<file path="config.mk">
export PLATFORM = sky130hd
export DESIGN_NAME = ultrasonic_echo_presence_detector
export DESIGN_NICKNAME = d
export VERILOG_FILES = /design/src/rtl/core/uepd_pkg.sv /design/src/rtl/core/ultrasonic_echo_presence_detector.sv /design/src/rtl/core/uepd_eval.sv
export SDC_FILE = /design/constraint.sdc
export NUM_CORES = 1
export LEC_CHECK = 0
export BUFFER_PORTS_ARGS = -buffer_cell sky130_fd_sc_hd__buf_2
export CAP_MARGIN = 20
export CORE_MARGIN = 3
export CORE_UTILIZATION = 25
export CTS_CLUSTER_DIAMETER = 120
export DETAILED_ROUTE_END_ITERATION = 12
export PLACE_DENSITY = 0.51
export SYNTH_ARGS = -nofsm -noshare
export SYNTH_HDL_FRONTEND = slang
export SYNTH_SLANG_ARGS = --single-unit
export TNS_END_PERCENT = 100
</file>
<file path="constraint.sdc">
create_clock -name clock -period 25.7 [get_ports clock]
set_input_delay 5.14 -clock clock [delete_from_list [all_inputs] [get_ports clock]]
set_output_delay 5.14 -clock clock [all_outputs]
set_load 0.005 [all_outputs]
</file>
<file path="src/rtl/core/uepd_pkg.sv">
// Shared types and constants for the ultrasonic echo presence detector.
// Used by uepd_eval and ultrasonic_echo_presence_detector; depends on nothing.

package uepd_pkg;

   // Timer stamp width; the pulse width wraps modulo 2^TimerBits
   localparam int TimerBits = 16;
   localparam int CaptureBits = 16;

   // Register widths
   localparam int DistBits = 14;
   localparam int LimitBits = 4;
   localparam int CsrIndexBits = 2;
   localparam int CsrDataBits = 14;

   // Register indexes
   localparam logic [CsrIndexBits-1:0] CsrNearThreshold = 2'd0;
   localparam logic [CsrIndexBits-1:0] CsrFarThreshold = 2'd1;
   localparam logic [CsrIndexBits-1:0] CsrConfirmLimit = 2'd2;

   // Register reset values
   localparam logic [DistBits-1:0] NearReset = 14'd150;
   localparam logic [DistBits-1:0] FarReset = 14'd200;
   localparam logic [LimitBits-1:0] LimitReset = 4'd3;

   // Request commands
   localparam logic CmdStart = 1'b0;
   localparam logic CmdCapture = 1'b1;

   // mm = width * 1715 / 10000 = width * 343 / 2000, done as a multiply by a
   // rounded-up reciprocal and a shift. With 2^MmShift > 2000 * 2^TimerBits
   // the rounding error stays below 1/2000 and the floor is exact.
   localparam int MmShift = TimerBits + 11;
   localparam longint unsigned MmRecip =
      ((64'd343 << MmShift) + 64'd1999) / 64'd2000;
   localparam int RecipBits = $clog2(MmRecip + 1);
   localparam int ProdBits = TimerBits + RecipBits;
   localparam logic [DistBits-1:0] DistMax = {DistBits{1'b1}};

   typedef struct packed {
      logic [DistBits-1:0]  near_threshold_mm;
      logic [DistBits-1:0]  far_threshold_mm;
      logic [LimitBits-1:0] confirm_limit;
   } cfg_type;

   typedef struct packed {
      logic                 waiting_fall;
      logic [TimerBits-1:0] rise_time;
      logic [LimitBits-1:0] detect_run;
      logic [LimitBits-1:0] release_run;
      logic                 present;
   } state_type;

   typedef struct packed {
      logic                measurement_done;
      logic [DistBits-1:0] distance_mm;
      logic                present;
   } result_type;

endpackage

</file>
<file path="src/rtl/core/ultrasonic_echo_presence_detector.sv">
// Top level of the ultrasonic echo presence detector: request register,
// result register, register file. Depends on uepd_pkg and uepd_eval.
//
//   channel  dir  handshake              payload
//   req_     in   req_valid / req_stall  req_cmd, req_capture_time
//   rsp_     out  rsp_valid / rsp_stall  rsp_measurement_done, rsp_distance_mm,
//                                        rsp_present
//   csr_     in   csr_write              csr_index, csr_data
//
// One request per cycle while req_stall is low; an accepted request passes through the
// request register, then one multiply-and-compare pass into the result register.
// Tracking state is updated as a request moves into the result register.
// Reset is synchronous and clears control state and the register file to defaults.
// req_stall rises only when the request register is full and the result
// register is held by rsp_stall.

module ultrasonic_echo_presence_detector (
   input  logic                                 clock,
   input  logic                                 reset,
   input  logic                                 req_valid,
   output logic                                 req_stall,
   input  logic                                 req_cmd,
   input  logic [uepd_pkg::CaptureBits-1:0]     req_capture_time,
   output logic                                 rsp_valid,
   input  logic                                 rsp_stall,
   output logic                                 rsp_measurement_done,
   output logic [uepd_pkg::DistBits-1:0]        rsp_distance_mm,
   output logic                                 rsp_present,
   input  logic                                 csr_write,
   input  logic [uepd_pkg::CsrIndexBits-1:0]    csr_index,
   input  logic [uepd_pkg::CsrDataBits-1:0]     csr_data
);

   uepd_pkg::cfg_type                 cfg_ff, cfg_in;
   uepd_pkg::state_type               st_ff, st_in;
   uepd_pkg::state_type               st_eval;
   uepd_pkg::result_type              res_ff, res_eval;
   logic                              a_valid_ff, a_valid_in;
   logic                              a_cmd_ff;
   logic [uepd_pkg::CaptureBits-1:0]  a_cap_ff;
   logic                              rsp_valid_ff, rsp_valid_in;
   logic                              out_blocked;
   logic                              advance;
   logic                              accept;

   // Handshake
   assign out_blocked = rsp_valid_ff && rsp_stall;
   assign advance     = a_valid_ff && !out_blocked;
   assign req_stall   = a_valid_ff && out_blocked;
   assign accept      = req_valid && !req_stall;

   assign a_valid_in   = accept ? 1'b1 : (advance ? 1'b0 : a_valid_ff);
   assign rsp_valid_in = advance ? 1'b1 : out_blocked;
   assign st_in        = advance ? st_eval : st_ff;

   // Register file writes
   always_comb begin
      cfg_in = cfg_ff;
      if (csr_write) begin
         unique case (csr_index)
            uepd_pkg::CsrNearThreshold:
               cfg_in.near_threshold_mm = uepd_pkg::DistBits'(csr_data);
            uepd_pkg::CsrFarThreshold:
               cfg_in.far_threshold_mm = uepd_pkg::DistBits'(csr_data);
            uepd_pkg::CsrConfirmLimit:
               cfg_in.confirm_limit = uepd_pkg::LimitBits'(csr_data);
            default: ;
         endcase
      end
   end

   uepd_eval u_eval (
      .cfg          (cfg_ff),
      .st_cur       (st_ff),
      .cmd          (a_cmd_ff),
      .capture_time (a_cap_ff),
      .st_nxt       (st_eval),
      .result       (res_eval)
   );

   // Control and state registers
   always_ff @(posedge clock) begin
      if (reset) begin
         a_valid_ff <= 1'b0;
         rsp_valid_ff <= 1'b0;
         st_ff <= '0;
         cfg_ff.near_threshold_mm <= uepd_pkg::NearReset;
         cfg_ff.far_threshold_mm <= uepd_pkg::FarReset;
         cfg_ff.confirm_limit <= uepd_pkg::LimitReset;
      end else begin
         a_valid_ff <= a_valid_in;
         rsp_valid_ff <= rsp_valid_in;
         st_ff <= st_in;
         cfg_ff <= cfg_in;
      end
   end

   // Payload registers
   always_ff @(posedge clock) begin
      if (accept) begin
         a_cmd_ff <= req_cmd;
         a_cap_ff <= req_capture_time;
      end
      if (advance) begin
         res_ff <= res_eval;
      end
   end

   assign rsp_valid            = rsp_valid_ff;
   assign rsp_measurement_done = res_ff.measurement_done;
   assign rsp_distance_mm      = res_ff.distance_mm;
   assign rsp_present          = res_ff.present;

   // Checks
   a_runs_exclusive: assert property (@(posedge clock) disable iff (reset)
      !((st_ff.detect_run != '0) && (st_ff.release_run != '0)))
      else $error("detect and release runs both nonzero");

   a_no_stall_when_empty: assert property (@(posedge clock) disable iff (reset)
      !a_valid_ff |-> !req_stall)
      else $error("stall raised with empty request register");

   a_present_needs_measure: assert property (@(posedge clock) disable iff (reset)
      (advance && (st_eval.present != st_ff.present)) |-> res_eval.measurement_done)
      else $error("presence changed without a finished measurement");

   a_result_present_tracks: assert property (@(posedge clock) disable iff (reset)
      advance |=> (rsp_present == st_ff.present))
      else $error("result presence differs from tracked state");

endmodule

</file>
<file path="src/rtl/core/uepd_eval.sv">
// Per-request evaluation: echo width, distance conversion, hysteresis runs.
// Pure combinational; types and constants come from uepd_pkg.

module uepd_eval (
   input  uepd_pkg::cfg_type                  cfg,
   input  uepd_pkg::state_type                st_cur,
   input  logic                               cmd,
   input  logic [uepd_pkg::CaptureBits-1:0]   capture_time,
   output uepd_pkg::state_type                st_nxt,
   output uepd_pkg::result_type               result
);

   logic [uepd_pkg::TimerBits-1:0]  cap_t;
   logic [uepd_pkg::TimerBits-1:0]  pulse_width;
   logic [uepd_pkg::ProdBits-1:0]   prod;
   logic [uepd_pkg::ProdBits-1:0]   dist_wide;
   logic [uepd_pkg::DistBits-1:0]   dist_mm;
   logic [uepd_pkg::LimitBits:0]    det_inc;
   logic [uepd_pkg::LimitBits:0]    rel_inc;
   logic                            det_reached;
   logic                            rel_reached;
   logic [uepd_pkg::LimitBits-1:0]  det_bumped;
   logic [uepd_pkg::LimitBits-1:0]  rel_bumped;

   // Width modulo timer range, then scale to millimeters
   assign cap_t       = uepd_pkg::TimerBits'(capture_time);
   assign pulse_width = cap_t - st_cur.rise_time;
   assign prod        = uepd_pkg::ProdBits'(pulse_width)
                      * uepd_pkg::ProdBits'(uepd_pkg::MmRecip);
   assign dist_wide   = prod >> uepd_pkg::MmShift;
   assign dist_mm     = (dist_wide > uepd_pkg::ProdBits'(uepd_pkg::DistMax)) ?
                        uepd_pkg::DistMax : dist_wide[uepd_pkg::DistBits-1:0];

   // Run counters: increment, clamp at the confirm limit
   assign det_inc     = {1'b0, st_cur.detect_run} + 1'b1;
   assign rel_inc     = {1'b0, st_cur.release_run} + 1'b1;
   assign det_reached = det_inc >= {1'b0, cfg.confirm_limit};
   assign rel_reached = rel_inc >= {1'b0, cfg.confirm_limit};
   assign det_bumped  = det_reached ? cfg.confirm_limit
                                    : det_inc[uepd_pkg::LimitBits-1:0];
   assign rel_bumped  = rel_reached ? cfg.confirm_limit
                                    : rel_inc[uepd_pkg::LimitBits-1:0];

   always_comb begin
      st_nxt = st_cur;
      result.measurement_done = 1'b0;
      result.distance_mm = '0;
      if (cmd == uepd_pkg::CmdStart) begin
         st_nxt.waiting_fall = 1'b0;
         st_nxt.rise_time = '0;
      end else if (!st_cur.waiting_fall) begin
         // rising edge: remember stamp
         st_nxt.waiting_fall = 1'b1;
         st_nxt.rise_time = cap_t;
      end else begin
         // falling edge: finished measurement, classify it
         st_nxt.waiting_fall = 1'b0;
         result.measurement_done = 1'b1;
         result.distance_mm = dist_mm;
         if (dist_mm <= cfg.near_threshold_mm) begin
            st_nxt.detect_run = det_bumped;
            st_nxt.release_run = '0;
            if (det_reached) begin
               st_nxt.present = 1'b1;
            end
         end else if (dist_mm >= cfg.far_threshold_mm) begin
            st_nxt.release_run = rel_bumped;
            st_nxt.detect_run = '0;
            if (rel_reached) begin
               st_nxt.present = 1'b0;
            end
         end else begin
            st_nxt.detect_run = '0;
            st_nxt.release_run = '0;
         end
      end
      result.present = st_nxt.present;
   end

endmodule
</file>
==> flow_summary.ini, run 1 <==
[timing]
grt_setup_unrepaired = false
setup_violations = 0
drv_slew = 0
finalCriticalPeriod_ns = 10.72
fin_skew_ns = 0.00929
period_share = 0.417
finalHoldViolCount = 0
max_slew_margin = 0.234
tightest_slew_ns = 1.15
fmax_ghz = 0.0933
setup_tns_ns = 0

[final_layout]
fill_cells = 4940
layout-drive-gt1-share = 0.0836
area_growth_pct = 11.0
final_nets = 1679
utilization = 0.284
n_antenna_cell = 0

[synth]
yosys.area.top_type = fa_1
synth_common_cells = inv_1 (275), ha_1 (199), fa_1 (155)
synthTopCellsByArea = fa_1 (26%), ha_1 (21%), dfxtp_1 (10%), inv_1 (8.6%), edfxtp_1 (8.3%)
synth_area_per_cell_um2 = 9.72
synth_edf_count = 33
netlist.area_leader.share = 0.259
yosys_most_used_dff = dfxtp_1
synth.distinct_cells = 68
netlist_area_um2 = 12000
synth_seq_cells = 93
synth_nets = 1627
syn_inst = 1235
synthArstFlopShare = 0
post-synth-top-count-cell = inv_1
ys_warn_count = 0
ys_seq_area_frac = 0.183

[clock_tree]
cts_resized = 0
cts_made_buffers = 9
htreeDepth = 3
cts_buffer_depth = 2
clk_pin_slew_ns = 0.06
root_buffer = clkbuf_16
cts_tree = built
clk_latency_ns = 0.36
cts_setup_buffers = 0
postCtsHoldBufs = 0
cts_sinks = 93

[critical_path]
cp.required_ns = 20.56
path_max_fanout = 3
endpoint_kind = output pin
start_kind = primary input
reg2reg_depth = 39
path_class = in2out
arrival_ns = 5.58

[global_route]
grt_first_pass_wirelength_mm = 47.9
grt_usage = 0.121
grt_pass1_vias = 8986
grt_max_degree = 51
overflow = 0
antenna_found_initial = 0

[drt]
vias_per_cell = 4.51
num_vias = 8571
dr.pass1.iters = 5
drt-initial-drc-count = 391
final_antenna_net_count = 0
drc = 0
routed_wl_mm = 29.8
avgRoutedWirePerCell_um = 15.7

[placed_design]
io_buffers = 55
place_hpwl_mm = 25.7
globalplace.congestion = 0.825

[hold_path]
whs_path_depth = 2
hp-class = reg2reg

[die]
die_w_um = 225
dieArea_um2 = 50700
fp-row-count = 79
pin_count = 56
initial_core_util = 0.256
coreArea_um2 = 47000
die_y_um = 225

[run]
cap_violations = 0

[run_status]
run_status = finished clean
[cells by family (layout without fill, tap and decap cells)]
kind of cell / Yosys count / count (layout) / share of synthesized area
and+or+nand+nor: 222 / 222 / 0.0911
buffers and inverters: 295 / 352 / 0.0934
DFF: 93 / 93 / 0.183
xor gates and xnor gates: 40 / 40 / 0.0328
adders and majority gates: 354 / 354 / 0.466
AOI/OAI and AO/OA: 219 / 219 / 0.124
muxes: 12 / 12 / 0.0100
[cell usage in the layout, fill, tap and decap left out, drive strengths merged, types with 12 or more instances in the layout]
| master | Yosys | final |
|---|---|---|
| edfxtp | 33 | 33 |
| a22oi | 19 | 19 |
| buf | 3 | 61 |
| ha | 199 | 199 |
| inv | 275 | 278 |
| a21o | 27 | 27 |
| nor2 | 50 | 50 |
| o211ai | 14 | 14 |
| xnor2 | 28 | 28 |
| a21oi | 68 | 68 |
| o21ai | 34 | 34 |
| fa | 155 | 155 |
| nand2 | 83 | 83 |
| mux2i | 12 | 12 |
| dfxtp | 60 | 60 |
[layout make-up]
type                            instances  area [um2]  share of cell area
Tap cell                              607         759              0.0570
Inverter                              275        1030              0.0775
Timing Repair Buffer                   61         328              0.0246
Multi-Input combinational cell        847        8700               0.653
Clock buffer                           11         275              0.0207
Sequential cell                        93        2190               0.165
Clock inverter                          5        33.8             0.00254
[critical path: stages]
cell and delay (ns):
buf_2 0.11, and3_1 0.19, buf_2 0.14
[routing by layer]
metal,global-route usage,wire [um],part of all wire
met1,0.156,13400,0.45
met2,0.214,15000,0.50
met3,0.0181,1030,0.034
met4,0.0258,397,0.013
met5,0,0,0
[state kept, by name, summed over array words and instances, names as in the netlist]
| signal | cells |
|---|---|
| cfg_ff | 32 |
| st_ff | 26 |
| a_cap_ff | 16 |
| rsp_distance_mm | 14 |
| a_cmd_ff | 1 |
| a_valid_ff | 1 |
| rsp_measurement_done | 1 |
| rsp_present | 1 |
| rsp_valid | 1 |
[worst paths after layout]
path / to / slack (ns) / startpoint
setup reg to reg: st_ff[2]$_SDFFE_PP0P_ / 15.24 / a_cap_ff[0]$_DFFE_PP_
hold reg to reg: cfg_ff[8]$_SDFFE_PP0P_ / 0.46 / cfg_ff[8]$_SDFFE_PP0P_
hold / removal: cfg_ff[8]$_SDFFE_PP0P_ / 0.46 / cfg_ff[8]$_SDFFE_PP0P_
setup / recovery: req_stall / 14.98 / rsp_stall
[per-stage QoR]
step	cell area, um2	setup slack (ns)	hold slack [ns]	cells
CTS	13300	14.98	0.460	1898
floorplan	12000	15.24	0.436	1235
global placement	13000	15.00	0.443	1881
global route	13300	14.55	0.484	1899
finish	13300	14.98	0.458	1899
detailed placement	13000	14.98	0.450	1882
Power of run 1 is left out: the tool's default activity adds up to more than one toggle a clock period on the data nets, which glitch-free logic cannot reach.
==> inputs of run 2 (changes only) <==
- clock period: 25.7 -> 10.8 ns (I/O delays scaled with it)
==> flow_summary.ini, run 2 (synthesized netlist as in run 1, its figures left out) <==
[drt]
dr.pass1.iters = 5
avgRoutedWirePerCell_um = 15.8
routed_wl_mm = 30.2
drc = 0
vias_per_cell = 4.50
final_antenna_net_count = 0
num_vias = 8569
drt-initial-drc-count = 411

[clock_tree]
cts_setup_buffers = 0
clk_pin_slew_ns = 0.07
postCtsHoldBufs = 0
htreeDepth = 3
cts_buffer_depth = 2
cts_tree = built
clk_latency_ns = 0.36
cts_made_buffers = 9
root_buffer = clkbuf_16
cts_sinks = 93

[final_layout]
n_antenna_cell = 0
area_growth_pct = 11.2
utilization = 0.284
most-common-layout-cells = inv_1 (275), ha_1 (199), fa_1 (155), nand2_1 (81), a21oi_1 (67)
regMostFlops = cfg_ff
top_regs = cfg_ff x32, st_ff x26, a_cap_ff x16
fin_area_um2 = 13300
largest_register_ffs = 32
final_nets = 1683
layout-drive-gt1-share = 0.0895
final_common_cell = inv_1

[timing]
fin_skew_ns = 0.00670
tightest_slew_ns = 0.981
period_share = 0.942
finalCriticalPeriod_ns = 10.17
max_slew_margin = 0.346
setup_violations = 0
fin_ws_ns = 0.627
grt_setup_unrepaired = false
drv_slew = 0
finalHoldViolCount = 0
fmax_ghz = 0.0983
setup_tns_ns = 0

[die]
coreArea_um2 = 47000
die_w_um = 225
initial_core_util = 0.256
fp-row-count = 79
dieArea_um2 = 50700
pin_count = 56
die_y_um = 225

[critical_path]
path_buf_inv = 8
path_max_fanout = 8
critical_path.max_stage_delay_ns = 0.54
cp.required_ns = 11.07
crit_family = adder cells
start_kind = flop
arrival_ns = 10.45
endpoint_kind = flop
crit_path_frequent_cell = inv_1
slowest_stage = fa_1
path_class = reg2reg

[run]
cap_violations = 0

[global_route]
overflow = 0
grt_pass1_vias = 8942
grt_usage = 0.121
grt_first_pass_wirelength_mm = 48.0
grt_max_degree = 51
antenna_found_initial = 0

[run_status]
run_status = finished clean

[placed_design]
post_dp_cell_area_um2 = 13000
globalplace.congestion = 0.902
place_hpwl_mm = 26.1
io_buffers = 55
place_ws_ns = 0.637

[hold_path]
hp-class = reg2reg
-- run 2: per-stage QoR --
stage / hold slack (ns) / cells
finish: 0.457 / 1903
global route: 0.476 / 1903
CTS: 0.456 / 1901
detailed placement: 0.447 / 1885
global placement: 0.444 / 1884
floorplan: 0.436 / 1235
-- run 2: path summary, 6_finish.rpt --
| path | start | end | slack (ns) | cells past startpoint |
|---|---|---|---|---|
| min reg2reg | cfg_ff[30]$_SDFFE_PP0P_ | cfg_ff[30]$_SDFFE_PP0P_ | 0.46 | 2 |
| min | cfg_ff[30]$_SDFFE_PP0P_ | cfg_ff[30]$_SDFFE_PP0P_ | 0.46 | 2 |
| max | a_cap_ff[0]$_DFFE_PP_ | st_ff[2]$_SDFFE_PP0P_ | 0.63 | 39 |
| max reg2reg | a_cap_ff[0]$_DFFE_PP_ | st_ff[2]$_SDFFE_PP0P_ | 0.63 | 39 |
-- run 2: layer usage --
| layer | wire length (um) | vias up | global-route usage |
|---|---|---|---|
| met5 | 0 | - | 0 |
| met4 | 613 | 0 | 0.0328 |
| met3 | 872 | 28 | 0.0133 |
| met2 | 14700 | 143 | 0.210 |
| met1 | 14000 | 4205 | 0.161 |
| li1 | - | 4193 | - |
-- run 2: area by class of cell --
type / count / area [um2]
multi-input cells: 847 / 8710
well taps: 607 / 759
flip-flops and latches: 93 / 2190
clock buffers: 10 / 250
inverters: 275 / 1030
clock inverters: 6 / 50.0
repair buffers: 65 / 354
fillers: 4907 / 33600
-- run 2: tightest hold or removal path, delay by kind of cell, from the launching register on --
| kind | cells | cell delay [ns] |
|---|---|---|
| flops | 1 | 0.31 |
| simple gates | 1 | 0.05 |
| compound gates | 1 | 0.05 |
-- run 2: repair_timing --
action	CTS	global route
setup endpoints to repair	0	4
hold endpoints to repair	0	0
resized for setup	0	3
Power of run 2 is left out for the same reason.
